<file path="src/rtl/core/rtcp_pkg.sv">
// ----------------------------------------------------------------------------
// Range to CIDR prefixes package
// Shared constants and types of the range to CIDR prefixes unit.
// ----------------------------------------------------------------------------
package rtcp_pkg;

  localparam int ADDR_W        = 32;
  localparam int LEN_W         = 6;
  localparam int ADDR_BITS_DEF = 32;
  localparam int QUEUE_DEPTH   = 2;

  typedef struct packed {
    logic full;
    logic not_empty;
  } q_stat_t;

  typedef enum logic [1:0] {
    ST_IDLE = 2'b01,
    ST_RUN  = 2'b10
  } back_state_e;

endpackage

</file>
<file path="src/rtl/core/rtcp_front.sv">
// ----------------------------------------------------------------------------
// Range to CIDR prefixes front end
// Accepts ranges, masks them to the address width and classifies them.
// ----------------------------------------------------------------------------
module rtcp_front #(
  parameter int ADDR_BITS = rtcp_pkg::ADDR_BITS_DEF
) (
  input  logic                         start,
  output logic                         busy,
  input  logic [rtcp_pkg::ADDR_W-1:0]  range_start_i,
  input  logic [rtcp_pkg::ADDR_W-1:0]  range_end_i,
  input  rtcp_pkg::q_stat_t            q_stat_i,
  output logic                         push_o,
  output logic [2*ADDR_BITS:0]         push_data_o
);

  logic [ADDR_BITS-1:0] start_addr;
  logic [ADDR_BITS-1:0] end_addr;
  logic                 is_empty;

  assign start_addr  = range_start_i[ADDR_BITS-1:0];
  assign end_addr    = range_end_i[ADDR_BITS-1:0];
  assign is_empty    = end_addr < start_addr;
  assign busy        = q_stat_i.full;
  assign push_o      = start && !q_stat_i.full;
  assign push_data_o = {is_empty, end_addr, start_addr};

endmodule

</file>
<file path="src/rtl/core/rtcp_queue.sv">
// ----------------------------------------------------------------------------
// Range to CIDR prefixes queue
// Short first-in first-out buffer between the front end and the back end.
// ----------------------------------------------------------------------------
module rtcp_queue #(
  parameter int WIDTH = 65,
  parameter int DEPTH = rtcp_pkg::QUEUE_DEPTH
) (
  input  logic               clk_i,
  input  logic               rst_ni,
  input  logic               push_i,
  input  logic [WIDTH-1:0]   push_data_i,
  input  logic               pop_i,
  output logic [WIDTH-1:0]   pop_data_o,
  output rtcp_pkg::q_stat_t  q_stat_o
);

  localparam int PTR_W = (DEPTH > 1) ? $clog2(DEPTH) : 1;
  localparam int CNT_W = $clog2(DEPTH + 1);

  logic [WIDTH-1:0] entry_q [DEPTH];
  logic [PTR_W-1:0] wr_ptr_q, wr_ptr_d;
  logic [PTR_W-1:0] rd_ptr_q, rd_ptr_d;
  logic [CNT_W-1:0] count_q, count_d;
  logic             do_push;
  logic             do_pop;

  assign do_push = push_i && (count_q != CNT_W'(DEPTH));
  assign do_pop  = pop_i && (count_q != '0);

  always_comb begin
    wr_ptr_d = wr_ptr_q;
    rd_ptr_d = rd_ptr_q;
    count_d  = count_q;
    if (do_push) begin
      wr_ptr_d = (wr_ptr_q == PTR_W'(DEPTH - 1)) ? '0 : wr_ptr_q + PTR_W'(1);
    end
    if (do_pop) begin
      rd_ptr_d = (rd_ptr_q == PTR_W'(DEPTH - 1)) ? '0 : rd_ptr_q + PTR_W'(1);
    end
    if (do_push && !do_pop) begin
      count_d = count_q + CNT_W'(1);
    end else if (do_pop && !do_push) begin
      count_d = count_q - CNT_W'(1);
    end
  end

  always_ff @(posedge clk_i or negedge rst_ni) begin
    if (!rst_ni) begin
      wr_ptr_q <= '0;
      rd_ptr_q <= '0;
      count_q  <= '0;
    end else begin
      wr_ptr_q <= wr_ptr_d;
      rd_ptr_q <= rd_ptr_d;
      count_q  <= count_d;
    end
  end

  always_ff @(posedge clk_i) begin
    if (do_push) begin
      entry_q[wr_ptr_q] <= push_data_i;
    end
  end

  assign pop_data_o         = entry_q[rd_ptr_q];
  assign q_stat_o.full      = (count_q == CNT_W'(DEPTH));
  assign q_stat_o.not_empty = (count_q != '0);

endmodule

</file>
<file path="src/rtl/core/rtcp_back.sv">
// ----------------------------------------------------------------------------
// Range to CIDR prefixes back end
// Walks a cursor through a range and emits one prefix per cycle.
// ----------------------------------------------------------------------------
module rtcp_back #(
  parameter int ADDR_BITS = rtcp_pkg::ADDR_BITS_DEF
) (
  input  logic                        clk_i,
  input  logic                        rst_ni,
  input  rtcp_pkg::q_stat_t           q_stat_i,
  input  logic [2*ADDR_BITS:0]        pop_data_i,
  output logic                        pop_o,
  output logic                        valid_o,
  output logic [ADDR_BITS-1:0]        addr_o,
  output logic [rtcp_pkg::LEN_W-1:0]  len_o,
  output logic                        is_empty_o,
  output logic                        last_o
);

  localparam int KW = $clog2(ADDR_BITS + 1);

  rtcp_pkg::back_state_e state_q, state_d;

  logic [ADDR_BITS-1:0]       cur_q, cur_d;
  logic [ADDR_BITS-1:0]       end_q, end_d;
  logic                       valid_q, valid_d;
  logic [ADDR_BITS-1:0]       addr_q, addr_d;
  logic [rtcp_pkg::LEN_W-1:0] len_q, len_d;
  logic                       empty_q, empty_d;
  logic                       last_q, last_d;

  logic [ADDR_BITS:0]   rem;
  logic [ADDR_BITS:0]   size;
  logic [KW-1:0]        ks;
  logic [KW-1:0]        ka;
  logic [KW-1:0]        k;
  logic                 pair;
  logic                 fin;
  logic                 in_empty;
  logic [ADDR_BITS-1:0] in_start;
  logic [ADDR_BITS-1:0] in_end;

  assign in_empty = pop_data_i[2*ADDR_BITS];
  assign in_end   = pop_data_i[2*ADDR_BITS-1:ADDR_BITS];
  assign in_start = pop_data_i[ADDR_BITS-1:0];

  assign rem  = {1'b0, end_q} - {1'b0, cur_q} + (ADDR_BITS+1)'(1);
  assign pair = (rem == (ADDR_BITS+1)'(2));

  always_comb begin
    ks = '0;
    for (int i = 0; i <= ADDR_BITS; i++) begin
      if (rem[i]) begin
        ks = KW'(i);
      end
    end
  end

  always_comb begin
    ka = KW'(ADDR_BITS);
    for (int i = ADDR_BITS - 1; i >= 0; i--) begin
      if (cur_q[i]) begin
        ka = KW'(i);
      end
    end
  end

  assign k    = pair ? '0 : ((ks < ka) ? ks : ka);
  assign size = (ADDR_BITS+1)'(1) << k;
  assign fin  = (size == rem);

  always_comb begin
    state_d = state_q;
    cur_d   = cur_q;
    end_d   = end_q;
    valid_d = 1'b0;
    addr_d  = addr_q;
    len_d   = len_q;
    empty_d = empty_q;
    last_d  = last_q;
    pop_o   = 1'b0;
    unique case (state_q)
      rtcp_pkg::ST_IDLE: begin
        if (q_stat_i.not_empty) begin
          pop_o = 1'b1;
          if (in_empty) begin
            valid_d = 1'b1;
            addr_d  = '0;
            len_d   = '0;
            empty_d = 1'b1;
            last_d  = 1'b1;
          end else begin
            cur_d   = in_start;
            end_d   = in_end;
            state_d = rtcp_pkg::ST_RUN;
          end
        end
      end
      rtcp_pkg::ST_RUN: begin
        valid_d = 1'b1;
        addr_d  = cur_q;
        len_d   = rtcp_pkg::LEN_W'(ADDR_BITS) - rtcp_pkg::LEN_W'(k);
        empty_d = 1'b0;
        last_d  = fin;
        cur_d   = cur_q + size[ADDR_BITS-1:0];
        if (fin) begin
          state_d = rtcp_pkg::ST_IDLE;
        end
      end
      default: begin
        state_d = rtcp_pkg::ST_IDLE;
      end
    endcase
  end

  always_ff @(posedge clk_i or negedge rst_ni) begin
    if (!rst_ni) begin
      state_q <= rtcp_pkg::ST_IDLE;
      valid_q <= 1'b0;
    end else begin
      state_q <= state_d;
      valid_q <= valid_d;
    end
  end

  always_ff @(posedge clk_i) begin
    cur_q   <= cur_d;
    end_q   <= end_d;
    addr_q  <= addr_d;
    len_q   <= len_d;
    empty_q <= empty_d;
    last_q  <= last_d;
  end

  assign valid_o    = valid_q;
  assign addr_o     = addr_q;
  assign len_o      = len_q;
  assign is_empty_o = empty_q;
  assign last_o     = last_q;

endmodule

</file>
<file path="src/rtl/core/range_to_cidr_prefixes_unit.sv">
// ----------------------------------------------------------------------------
// Range to CIDR prefixes unit
// Splits an inclusive IPv4 address range into its covering CIDR prefixes.
// ----------------------------------------------------------------------------
// A range is taken on the rising edge where start is high and busy is low.
// The front end classifies it and places it in a two-entry queue, so busy
// rises only when that queue is full; the back end works on one range at a
// time while up to two more wait.
// The back end loads a range into its cursor registers, then emits one prefix
// beat per cycle, in ascending order, with no gaps, the final beat marked by
// last_o. An empty range (end below start) gives a single beat with is_empty_o
// and last_o set, in the cycle after it is popped. When the back end idles, an
// accepted range passes through the queue entry, the cursor registers and the
// output registers before its first beat. Each beat comes from a combinational
// step: remaining count, alignment and size search.
// Each beat is shown for exactly one cycle, marked by valid_o; the receiver
// cannot stall. Reset empties the queue and returns the back end to idle.
// ----------------------------------------------------------------------------
module range_to_cidr_prefixes_unit #(
  parameter int ADDR_BITS = rtcp_pkg::ADDR_BITS_DEF
) (
  input  logic                        clk_i,
  input  logic                        rst_ni,
  input  logic                        start,
  output logic                        busy,
  input  logic [rtcp_pkg::ADDR_W-1:0] range_start_i,
  input  logic [rtcp_pkg::ADDR_W-1:0] range_end_i,
  output logic                        valid_o,
  output logic [rtcp_pkg::ADDR_W-1:0] prefix_address_o,
  output logic [rtcp_pkg::LEN_W-1:0]  prefix_length_o,
  output logic                        is_empty_o,
  output logic                        last_o
);

  localparam int QW = 2 * ADDR_BITS + 1;

  rtcp_pkg::q_stat_t    q_stat;
  logic                 push;
  logic [QW-1:0]        push_data;
  logic                 pop;
  logic [QW-1:0]        pop_data;
  logic [ADDR_BITS-1:0] addr;

  rtcp_front #(
    .ADDR_BITS (ADDR_BITS)
  ) u_rtcp_front (
    .start         (start),
    .busy          (busy),
    .range_start_i (range_start_i),
    .range_end_i   (range_end_i),
    .q_stat_i      (q_stat),
    .push_o        (push),
    .push_data_o   (push_data)
  );

  rtcp_queue #(
    .WIDTH (QW),
    .DEPTH (rtcp_pkg::QUEUE_DEPTH)
  ) u_rtcp_queue (
    .clk_i       (clk_i),
    .rst_ni      (rst_ni),
    .push_i      (push),
    .push_data_i (push_data),
    .pop_i       (pop),
    .pop_data_o  (pop_data),
    .q_stat_o    (q_stat)
  );

  rtcp_back #(
    .ADDR_BITS (ADDR_BITS)
  ) u_rtcp_back (
    .clk_i      (clk_i),
    .rst_ni     (rst_ni),
    .q_stat_i   (q_stat),
    .pop_data_i (pop_data),
    .pop_o      (pop),
    .valid_o    (valid_o),
    .addr_o     (addr),
    .len_o      (prefix_length_o),
    .is_empty_o (is_empty_o),
    .last_o     (last_o)
  );

  assign prefix_address_o = rtcp_pkg::ADDR_W'(addr);

endmodule

</file>
<file path="config.mk">
export PLATFORM = sky130hd
export DESIGN_NAME = range_to_cidr_prefixes_unit
export DESIGN_NICKNAME = d
export VERILOG_FILES = /design/src/rtl/core/rtcp_pkg.sv /design/src/rtl/core/rtcp_front.sv /design/src/rtl/core/rtcp_queue.sv /design/src/rtl/core/rtcp_back.sv /design/src/rtl/core/range_to_cidr_prefixes_unit.sv
export SDC_FILE = /design/constraint.sdc
export NUM_CORES = 1
export LEC_CHECK = 0
export ABC_AREA = 1
export BUFFER_PORTS_ARGS = -buffer_cell sky130_fd_sc_hd__buf_4
export CAP_MARGIN = 0
export CORE_MARGIN = 2
export CORE_UTILIZATION = 48
export DETAILED_ROUTE_END_ITERATION = 10
export PLACE_DENSITY = 0.66
export REMOVE_ABC_BUFFERS = 1
export SLEW_MARGIN = 20
export SYNTH_ARGS = -nofsm -noshare
export SYNTH_HDL_FRONTEND = slang
export SYNTH_HIERARCHICAL = 1
export SYNTH_SLANG_ARGS = --single-unit
</file>
<file path="constraint.sdc">
create_clock -name clk_i -period 16.3 [get_ports clk_i]
set_clock_uncertainty 0.1 [all_clocks]
set_input_delay 3.26 -clock clk_i [delete_from_list [all_inputs] [get_ports clk_i]]
set_output_delay 3.26 -clock clk_i [all_outputs]
set_load 0.02 [all_outputs]
</file>
Yosys cells after proc, flatten, opt, wreduce, memory -nomap -nowiden
Memories as Yosys holds them, arrays and structs flattened.
Cells that the tools add are included.
{ "word_totals": {"register_bits": 111, "latch_bits": 0, "ram_bits": 130, "rom_bits": 0, "inputBits": 67, "out_inout_bits": 42, "wordCells": 143, "memories": 1} }
{ "memory_table": {"columns": ["memory", "words", "word_bits", "rd", "rd_clocked_by_memory_dff", "write_ports", "line_no", "text"], "rows": [
  ["u_rtcp_queue.entry_q", 2, 65, 1, 0, 1, "rtcp_queue.sv:21", "logic [WIDTH-1:0] entry_q [DEPTH];"]
]} }
{ "op_classes": {"n_addsub": 8, "multipliers": 0, "n_div": 0, "magnitude_cmp": 2, "n_eq_ne": 10, "shifts": 1, "mux": 94, "bitwise_logic": 1, "n_reduce_logical": 15} }
{ "op_table": {"columns": ["cell", "n"], "rows": [
  ["$mux 6", 67],
  ["$mux 32", 4],
  ["$pmux 32 s2", 2],
  ["$add 33x1->33 const B", 1],
  ["$eq 33x2->1 const B", 1],
  ["$eq 33x33->1", 1],
  ["$shl 1x6->33 const A", 1],
  ["$sub 32x32->33", 1],
  ["$add 32x32->32", 1],
  ["$lt 32x32->1", 1],
  ["$pmux 6 s2", 1],
  ["$reduce_and 3->1", 4],
  ["$mux 1", 11],
  ["$mux 2", 5],
  ["$ne 2x2->1 const B", 4],
  ["$lt 6x6->1", 1],
  ["$pmux 1 s2", 3],
  ["$reduce_bool 2->1", 3],
  ["$sub 6x6->6 const A", 1],
  ["$logic_and 1x1->1", 5],
  ["$eq 2x2->1 const B", 2],
  ["$pmux 2 s2", 1],
  ["$logic_not 1->1", 3],
  ["$add 1x1->1 const B", 2],
  ["other kinds (5)", 5]
]} }

Logic depth before layout (Yosys ltp)
Gate-level depths: netlist (run 1).
{ "logic_depth": {"depth_word": 41, "mapped_depth": 82, "depth_no_buf": 82} }

By module
The synthesis (run 1) kept the hierarchy.
{ "modules_own_cells": {"columns": ["mod", "n_inst", "cells_each", "area_each_um2"], "rows": [
  ["rtcp_back", 1, 1204, 9260.1],
  ["rtcp_queue", 1, 371, 4943.5],
  ["rtcp_front", 1, 197, 1318.8]
]} }

Worst setup path after synthesis (run 1)
Ideal clock, no wire load.
{ "synth_path": {"path_kind": "flip-flop to flip-flop", "from": "reg u_rtcp_back.cur_q[1]", "to": "reg u_rtcp_back.cur_q[30] (data pin)", "arrival_time_ns": 9.098, "required_time_ns": 15.931, "setup_slack_ns": 6.832, "stages_incl_launch_ff": 71, "n_path_buf": 0, "cell_sequence": "edfxtp_1 > ha_1 > inv_1 > ha_1 > inv_1 > fa_1 > inv_1 > nand3_1 > nand2_1 > nand2_1 > nand2_1 > nand2_1 > nand2_2 > nand3b_1 > nand2_1 > a21oi_2 > o21ai_2 > a21oi_2 > (+35 left out) > o211ai_1 > a21oi_1 > o21ai_0 > a21oi_1 > o21bai_1 > a21o_1 > a21oi_1 > o21ai_0 > a21oi_1 > inv_1 > nand3_1 > nand2_1 > nand3_1 > nand2_1 > inv_1 > o21ai_0 > xnor2_1 > o21ai_0"} }
{ "synth_between": {"elab_chain_cells": 40, "elab_cells_between_ends": 43, "classes_between": "add/sub (3); order compare (1); eq/ne (1); shift (1); mux (37)"} }
{ "synth_rtl": {"columns": ["element", "line_no", "text"], "rows": [
  ["start: declaration", "rtcp_back.sv:24", "logic [ADDR_BITS-1:0] cur_q, cur_d;"],
  ["start signal: assignment", "rtcp_back.sv:127", "cur_q <= cur_d;"],
  ["$sub 32x32->33", "rtcp_back.sv:47", "assign rem = {1'b0, end_q} - {1'b0, cur_q} + (ADDR_BITS+1)'(1);"],
  ["$add 33x1->33", "rtcp_back.sv:47", null],
  ["$mux 1", "rtcp_back.sv:53", "if (rem[i]) begin"],
  ["$mux 6 (31 in series)", "rtcp_back.sv:53", null],
  ["$lt 6x6->1", "rtcp_back.sv:68", "assign k = pair ? '0 : ((ks < ka) ? ks : ka);"],
  ["$mux 6 (2 in series)", "rtcp_back.sv:68", null],
  ["$shl 1x6->33", "rtcp_back.sv:69", "assign size = (ADDR_BITS+1)'(1) << k;"],
  ["$add 32x32->32 *", "rtcp_back.sv:105", "cur_d = cur_q + size[ADDR_BITS-1:0];"],
  ["$pmux 32 s2 *", "rtcp_back.sv:82", "unique case (state_q)"],
  ["net u_rtcp_back.cur_d[30]", "rtcp_back.sv:24", null]
]} }
Mark *: on every way through the listed nets, which the timed path passes. The rest lies on a longest branch.
A chain may end at the register's enable or synchronous reset.

Worst setup path in the final report (run 1)
Ends and elaborated chain as after synthesis.

==> insert_results.sql, run 1 <==
INSERT INTO impl_metrics (metric_group, metric, value, unit) VALUES
('synthesis', 'synthesized_instance_count', '1772', ''),
('sta', 'worst_pin_slew', '1060', 'ps'),
('synthesis', 'yosysTopAreaCellShare', '0.453', ''),
('clock_tree', 'clock_sinks', '241', ''),
('die', 'fp.dieArea', '33800', 'µm²'),
('placement', 'io_buffers', '108', ''),
('grt', 'largest_net_degree_at_the_start_of_global_routing', '69', ''),
('cells_and_area', 'synthToLayoutAreaGrowth', '9.66', '%'),
('grt', 'wire_length_of_the_first_global_routing_pass', '57000', 'µm'),
('route', 'ant_nets', '0', ''),
('cells_and_area', 'mostFrequentLayoutCells', '572 x nand2_1, 241 x inv_1, 234 x edfxtp_1', ''),
('route', 'finalWirelength', '34800', 'µm'),
('cells_and_area', 'post_route_cells_drive_above_1_share', '0.118', ''),
('critical_path', 'start_to_end_type_of_the_worst_setup_path', 'flip-flop to flip-flop', ''),
('synthesis', 'portion_of_the_post_synthesis_area_used_by_sequential_elements', '0.464', ''),
('route', 'route.detailed.drc', '0', ''),
('synthesis', 'synth.largest_area_cell', 'edfxtp_1', ''),
('critical_path', 'crit_top_cell', 'nand2_1', ''),
('die', 'boundaryPins', '109', ''),
('synthesis', 'area_contributors_post_synth', 'edfxtp_1 45%, nand2_1 14%, ha_1 11%, inv_1 5.9%, buf_4 3.5%', ''),
('route', 'dr.first_iter.drc_count', '740', ''),
('critical_path', 'reg2regPathDepth', '70', ''),
('route', 'avgRoutedWirePerCell', '15.5', 'µm'),
('placement', 'dp.cells', '2191', ''),
('sta', 'highest_clock_frequency_the_design_can_meet', '0.0918', 'GHz'),
('critical_path', 'worst_path_max_delay_cell', 'a211oi_1', ''),
('die', 'die_w', '184', 'µm'),
('min_path', 'min_delay_worst_endpoint', 'u_rtcp_back/state_q[0]', ''),
('route', 'vias_per_cell', '5.09', ''),
('clock_tree', 'post_cts_buffers', '0', ''),
('placement', 'post-dp-hpwl', '26100', 'µm'),
('sta', 'period_share', '0.668', ''),
('min_path', 'hp-class', 'flip-flop to flip-flop', ''),
('die', 'num_rows', '65', ''),
('outcome', 'status', 'finished clean', ''),
('critical_path', 'critical_path.endpoint_type', 'flip-flop', ''),
('cells_and_area', 'final_common_cell', 'nand2_1', ''),
('route', 'num_vias', '11400', ''),
('clock_tree', 'tritoncts.num_buffers', '27', ''),
('clock_tree', 'max-clock-path-buffers', '3', ''),
('critical_path', 'slowest_stage_delay_on_critical_path', '580', 'ps'),
('die', 'core_area', '31700', 'µm²'),
('critical_path', 'crit_family', 'simple AND/OR/NAND/NOR gates', ''),
('grt', 'antenna_found_initial', '0', ''),
('grt', 'globalRouteOverflowTotal', '0', ''),
('synthesis', 'yosys_most_used_dff', 'edfxtp_1', ''),
('sta', 'finalWorstPathRequiredPeriod', '10890', 'ps'),
('die', 'die_height', '184', 'µm'),
('sta', 'fin_ws', '5410', 'ps'),
('placement', 'gpl_wtd_cong', '0.888', ''),
('critical_path', 'timing.critical_path.fanout_max', '7', ''),
('critical_path', 'cp.required', '16450', 'ps'),
('critical_path', 'worstPathBufferInverterCount', '8', ''),
('sta', 'setup-tns-final', '0', 'ps'),
('route', 'drt_first_pass_iters', '7', ''),
('sta', 'timing_max_transition_violations_final', '0', ''),
('critical_path', 'cp.arrival', '11050', 'ps'),
('clock_tree', 'clock_tree.htree_level_count', '1', ''),
('clock_tree', 'post_cts_hold_buffer_count', '0', ''),
('synthesis', 'synthArstFlopShare', '0.0290', ''),
('clock_tree', 'cts_tree', 'yes', ''),
('cells_and_area', 'num_antenna_cells', '0', ''),
('synthesis', 'syn-cell-area', '15500', 'µm²'),
('synthesis', 'postSynthAreaPerCell', '8.76', 'µm²'),
('die', 'initial_core_util', '0.489', ''),
('clock_tree', 'post_cts.resized_instances', '0', ''),
('grt', 'grt_pass1_vias', '11200', ''),
('sta', 'report.final.hold_viol_count', '0', ''),
('synthesis', 'netlist-cell-type-count', '54', ''),
('critical_path', 'worstReg2RegStart', 'u_rtcp_back/cur_q[1]', ''),
('clock_tree', 'worst_setup_hold_path_clk_slew', '60', 'ps');
-- cell families after synthesis --
family / synth area share
adders and majority gates: 0.115
and+or+nand+nor: 0.216
AOI/OAI and AO/OA: 0.0704
DFF: 0.464
xor gates and xnor gates: 0.0299
buffers and inverters: 0.105
-- flip-flops by register name, summed over array words and instances (netlist names), 2 cells and up --
register,count
u_rtcp_queue/entry_q,130
u_rtcp_back/addr_o,32
u_rtcp_back/cur_q,32
u_rtcp_back/end_q,32
u_rtcp_back/len_o,6
u_rtcp_back/state_q,2
u_rtcp_queue/count_q,2
-- synthesized netlist by cell type, types with 7 or more instances --
cell type	count
inv_1	243
ha_1	139
nor2_1	82
buf_4	73
clkbuf_1	9
o21ai_0	57
nand3_1	74
a21oi_1	77
nand2_1	573
nor3_1	7
edfxtp_1	234
xor2_1	28
buf_2	13
nand2_2	7
nand4_1	15
nor2_2	11
nor4_1	7
xnor2_1	20
-- layer usage --
metal | GRT usage | share of wire
met1 | 0.296 | 0.48
met2 | 0.355 | 0.46
met3 | 0.0214 | 0.040
met4 | 0.0464 | 0.018
met5 | 0 | 0
-- how the worst max path moves through the flow --
stage | startpoint | to | slack, ps | cells past startpoint
after global placement | u_rtcp_back/cur_q[1] | u_rtcp_back/cur_q[30] | 5710 | 70
after floorplan | u_rtcp_back/cur_q[1] | u_rtcp_back/cur_q[30] | 6790 | 70
after global routing | u_rtcp_back/cur_q[1] | u_rtcp_back/cur_q[30] | 4280 | 70
final | u_rtcp_back/cur_q[1] | u_rtcp_back/cur_q[30] | 5410 | 70
after detailed placement | u_rtcp_back/cur_q[1] | u_rtcp_back/cur_q[30] | 5470 | 70
after CTS | u_rtcp_back/cur_q[1] | u_rtcp_back/cur_q[30] | 5440 | 70
-- metrics by stage --
stage	hold slack, ps	utilization	cell area, µm²
CTS	373	0.537	17000
floorplan	342	-	14800
global route	389	0.537	17000
finish	374	0.537	17000
detailed placement	365	0.512	16200
global placement	353	0.512	16200
-- final cells by class --
class	count	area, µm²
clock inverter	14	93.8
fill	2966	14700
sequential	241	7200
timing repair buffer	117	878
multi-input combinational	1181	6710
clock buffer	32	694
inverter	250	940
tap	402	503
-- worst register-to-register path, delay by kind of cell (launching register included) --
family	cells	cell delay [ps]
AOI/OAI and AO/OA	18	3330
xor gates and xnor gates	2	280
adders and majority gates	8	2240
buffers and inverters	8	500
DFF	1	460
and+or+nand+nor	34	3710
Power of run 1 is not shown: default switching activity piles up to over one toggle a cycle in this logic, so the estimate is an artifact.
==> run 2, diff against run 1 <==
Settings changed: PLACE_DENSITY 0.66 to 0.68.
Clock period 16.3 ns to 9.71 ns, I/O delays scaled along.
==> run 2 against run 1 <==
Against the previous run: setup slack got worse by 5000 ps; sequential share of layout area decreased by 2.2 points; first-iteration DRC count increased by 0.81%; flip-flop and latch count unchanged; worst hold slack improved by 8.5 ps; register-to-register slack got worse by 5000 ps; critical path type unchanged; non-clock buffer count increased by 89; via count increased by 3.5%; wire length increased by 2.7%; clock-buffer cell count increased by 1.
==> insert_results.sql, run 2 (same netlist as run 1, synthesis figures left out) <==
INSERT INTO impl_metrics (metric_group, metric, value, unit) VALUES
('route', 'route.detailed.drc', '0', ''),
('critical_path', 'timing.critical_path.fanout_max', '3', ''),
('route', 'ant_nets', '0', ''),
('die', 'die_height', '184', 'µm'),
('clock_tree', 'cts_tree', 'yes', ''),
('die', 'boundaryPins', '109', ''),
('placement', 'io_buffers', '108', ''),
('grt', 'groute.usage.overall', '0.211', ''),
('clock_tree', 'clock_sinks', '241', ''),
('sta', 'finalWorstPathRequiredPeriod', '9260', 'ps'),
('grt', 'globalRouteOverflowTotal', '0', ''),
('critical_path', 'regToRegSetupSlack', '450', 'ps'),
('critical_path', 'critical_path.endpoint_type', 'flip-flop', ''),
('die', 'die_w', '184', 'µm'),
('placement', 'post-dp-hpwl', '26300', 'µm'),
('cells_and_area', 'fill_cells', '2872', ''),
('clock_tree', 'cts-root-buf', 'clkbuf_16', ''),
('clock_tree', 'post_cts_hold_buffer_count', '0', ''),
('cells_and_area', 'final_common_cell', 'nand2_1', ''),
('min_path', 'timing.hold.worst_path_depth', '2', ''),
('critical_path', 'rr_endpoint', 'u_rtcp_back/cur_q[30]', ''),
('critical_path', 'cp.arrival', '9410', 'ps'),
('cells_and_area', 'layout.nets', '2113', ''),
('critical_path', 'cp.required', '9860', 'ps'),
('route', 'num_vias', '11800', ''),
('sta', 'slew_headroom', '0.354', ''),
('sta', 'grt_setup_unrepaired', 'yes', ''),
('critical_path', 'slowest_stage_delay_on_critical_path', '390', 'ps'),
('route', 'avgRoutedWirePerCell', '15.3', 'µm'),
('route', 'drt_first_pass_iters', '5', ''),
('cells_and_area', 'largest_register_ff_count', '130', ''),
('clock_tree', 'max-clock-path-buffers', '3', ''),
('cells_and_area', 'final_design_area_no_fill', '18000', 'µm²'),
('clock_tree', 'clock_tree.htree_level_count', '1', ''),
('sta', 'timing_max_transition_violations_final', '0', ''),
('critical_path', 'element_type_at_the_critical_path_start', 'flip-flop', ''),
('route', 'vias_per_cell', '5.07', ''),
('critical_path', 'crit_family', 'simple AND/OR/NAND/NOR gates', ''),
('cells_and_area', 'mostFrequentLayoutCells', '553 x nand2_1, 235 x inv_1, 234 x edfxtp_1', ''),
('die', 'num_rows', '65', ''),
('sta', 'period_share', '0.954', ''),
('route', 'dr.first_iter.drc_count', '746', ''),
('min_path', 'hp-class', 'flip-flop to flip-flop', ''),
('sta', 'worst_pin_slew', '960', 'ps'),
('placement', 'post_dp_cell_area', '16700', 'µm²'),
('clock_tree', 'worst_setup_hold_path_clk_slew', '60', 'ps'),
('cells_and_area', 'post_route_cells_drive_above_1_share', '0.196', ''),
('critical_path', 'worstPathBufferInverterCount', '9', ''),
('route', 'finalWirelength', '35700', 'µm'),
('min_path', 'min_delay_worst_endpoint', 'u_rtcp_back/state_q[0]', ''),
('min_path', 'hold_start', 'u_rtcp_back/state_q[0]', ''),
('critical_path', 'reg2regPathDepth', '71', ''),
('clock_tree', 'worst_skew_pair.late_latency', '530', 'ps'),
('cells_and_area', 'top_register', 'u_rtcp_queue/entry_q', ''),
('placement', 'gpl_wtd_cong', '0.927', ''),
('clock_tree', 'tritoncts.num_buffers', '25', ''),
('grt', 'wire_length_of_the_first_global_routing_pass', '56900', 'µm'),
('sta', 'finalSetupViolCount', '0', ''),
('grt', 'grt_pass1_vias', '11400', ''),
('critical_path', 'crit_top_cell', 'nand2_2', ''),
('die', 'fp.dieArea', '33800', 'µm²'),
('sta', 'highest_clock_frequency_the_design_can_meet', '0.108', 'GHz'),
('die', 'initial_core_util', '0.489', ''),
('critical_path', 'worstReg2RegStart', 'u_rtcp_back/cur_q[1]', ''),
('sta', 'report.final.hold_viol_count', '0', ''),
('grt', 'antenna_found_initial', '0', ''),
('critical_path', 'start_to_end_type_of_the_worst_setup_path', 'flip-flop to flip-flop', ''),
('cells_and_area', 'num_antenna_cells', '0', ''),
('critical_path', 'worst_path_max_delay_cell', 'edfxtp_1', ''),
('outcome', 'status', 'finished clean', ''),
('die', 'core_area', '31700', 'µm²'),
('grt', 'largest_net_degree_at_the_start_of_global_routing', '69', ''),
('run', 'timing.max_cap.violations', '0', ''),
('cells_and_area', 'synthToLayoutAreaGrowth', '15.8', '%');
-- run 2: changes by cell type in the layout (fill, tap and decap cells not counted), sizes merged --
cell | before | now
clkinv | 15 | 12
inv | 248 | 250
buf | 117 | 206
clkbuf | 32 | 33
-- run 2: layout make-up --
class / count / area (µm²) / area share
well taps: 402 / 503 / 0.0280
clock inverters: 13 / 92.6 / 0.00515
clock buffers: 33 / 656 / 0.0365
multi-input cells: 1181 / 7030 / 0.391
inverters: 250 / 940 / 0.0523
flip-flops and latches: 241 / 7200 / 0.401
repair buffers: 206 / 1550 / 0.0862
-- run 2: worst max path at each step --
stage / start / endpoint / slack, ps / cells past startpoint
after floorplan: u_rtcp_back/cur_q[1] / u_rtcp_back/cur_q[30] / 200 / 70
after global placement: u_rtcp_back/cur_q[1] / u_rtcp_back/cur_q[30] / -1 / 71
after detailed placement: u_rtcp_back/cur_q[1] / u_rtcp_back/cur_q[30] / -340 / 71
after CTS: u_rtcp_back/cur_q[1] / u_rtcp_back/cur_q[30] / 2 / 71
after global routing: u_rtcp_back/cur_q[1] / u_rtcp_back/cur_q[30] / -260 / 71
final: u_rtcp_back/cur_q[1] / u_rtcp_back/cur_q[30] / 450 / 71
-- run 2: stage by stage --
stage	TNS [ps]	instances	hold slack [ps]	utilization	setup WS (ps)
final	0	2326	383	0.567	451
after global routing	-1060	2326	416	0.567	-256
after CTS	0	2305	387	0.552	2.46
after detailed placement	-1170	2257	375	0.527	-342
after global placement	-1.50	2257	358	0.527	-1.50
after floorplan	0	1672	342	-	196
-- run 2: what timing repair did --
| action | CTS | global route |
|---|---|---|
| gates resized for setup | 12 | 80 |
| pin swaps | 4 | 61 |
| setup endpoints to repair | 6 | 14 |
| buffers inserted | 2 | 21 |
-- run 2: worst min-delay path: stages, from the launching register on --
cell	delay, ps
dfstp_2	380
nand2_1	60
nand2_1	40
-- run 2: routing by layer --
layer / wire [µm] / vias to the layer above / GRT usage
li1: - / 6005 / -
met1: 16800 / 5532 / 0.291
met2: 16700 / 205 / 0.361
met3: 1560 / 45 / 0.0250
met4: 538 / 0 / 0.0394
met5: 0 / - / 0
Power of run 2 is left out for the same reason.
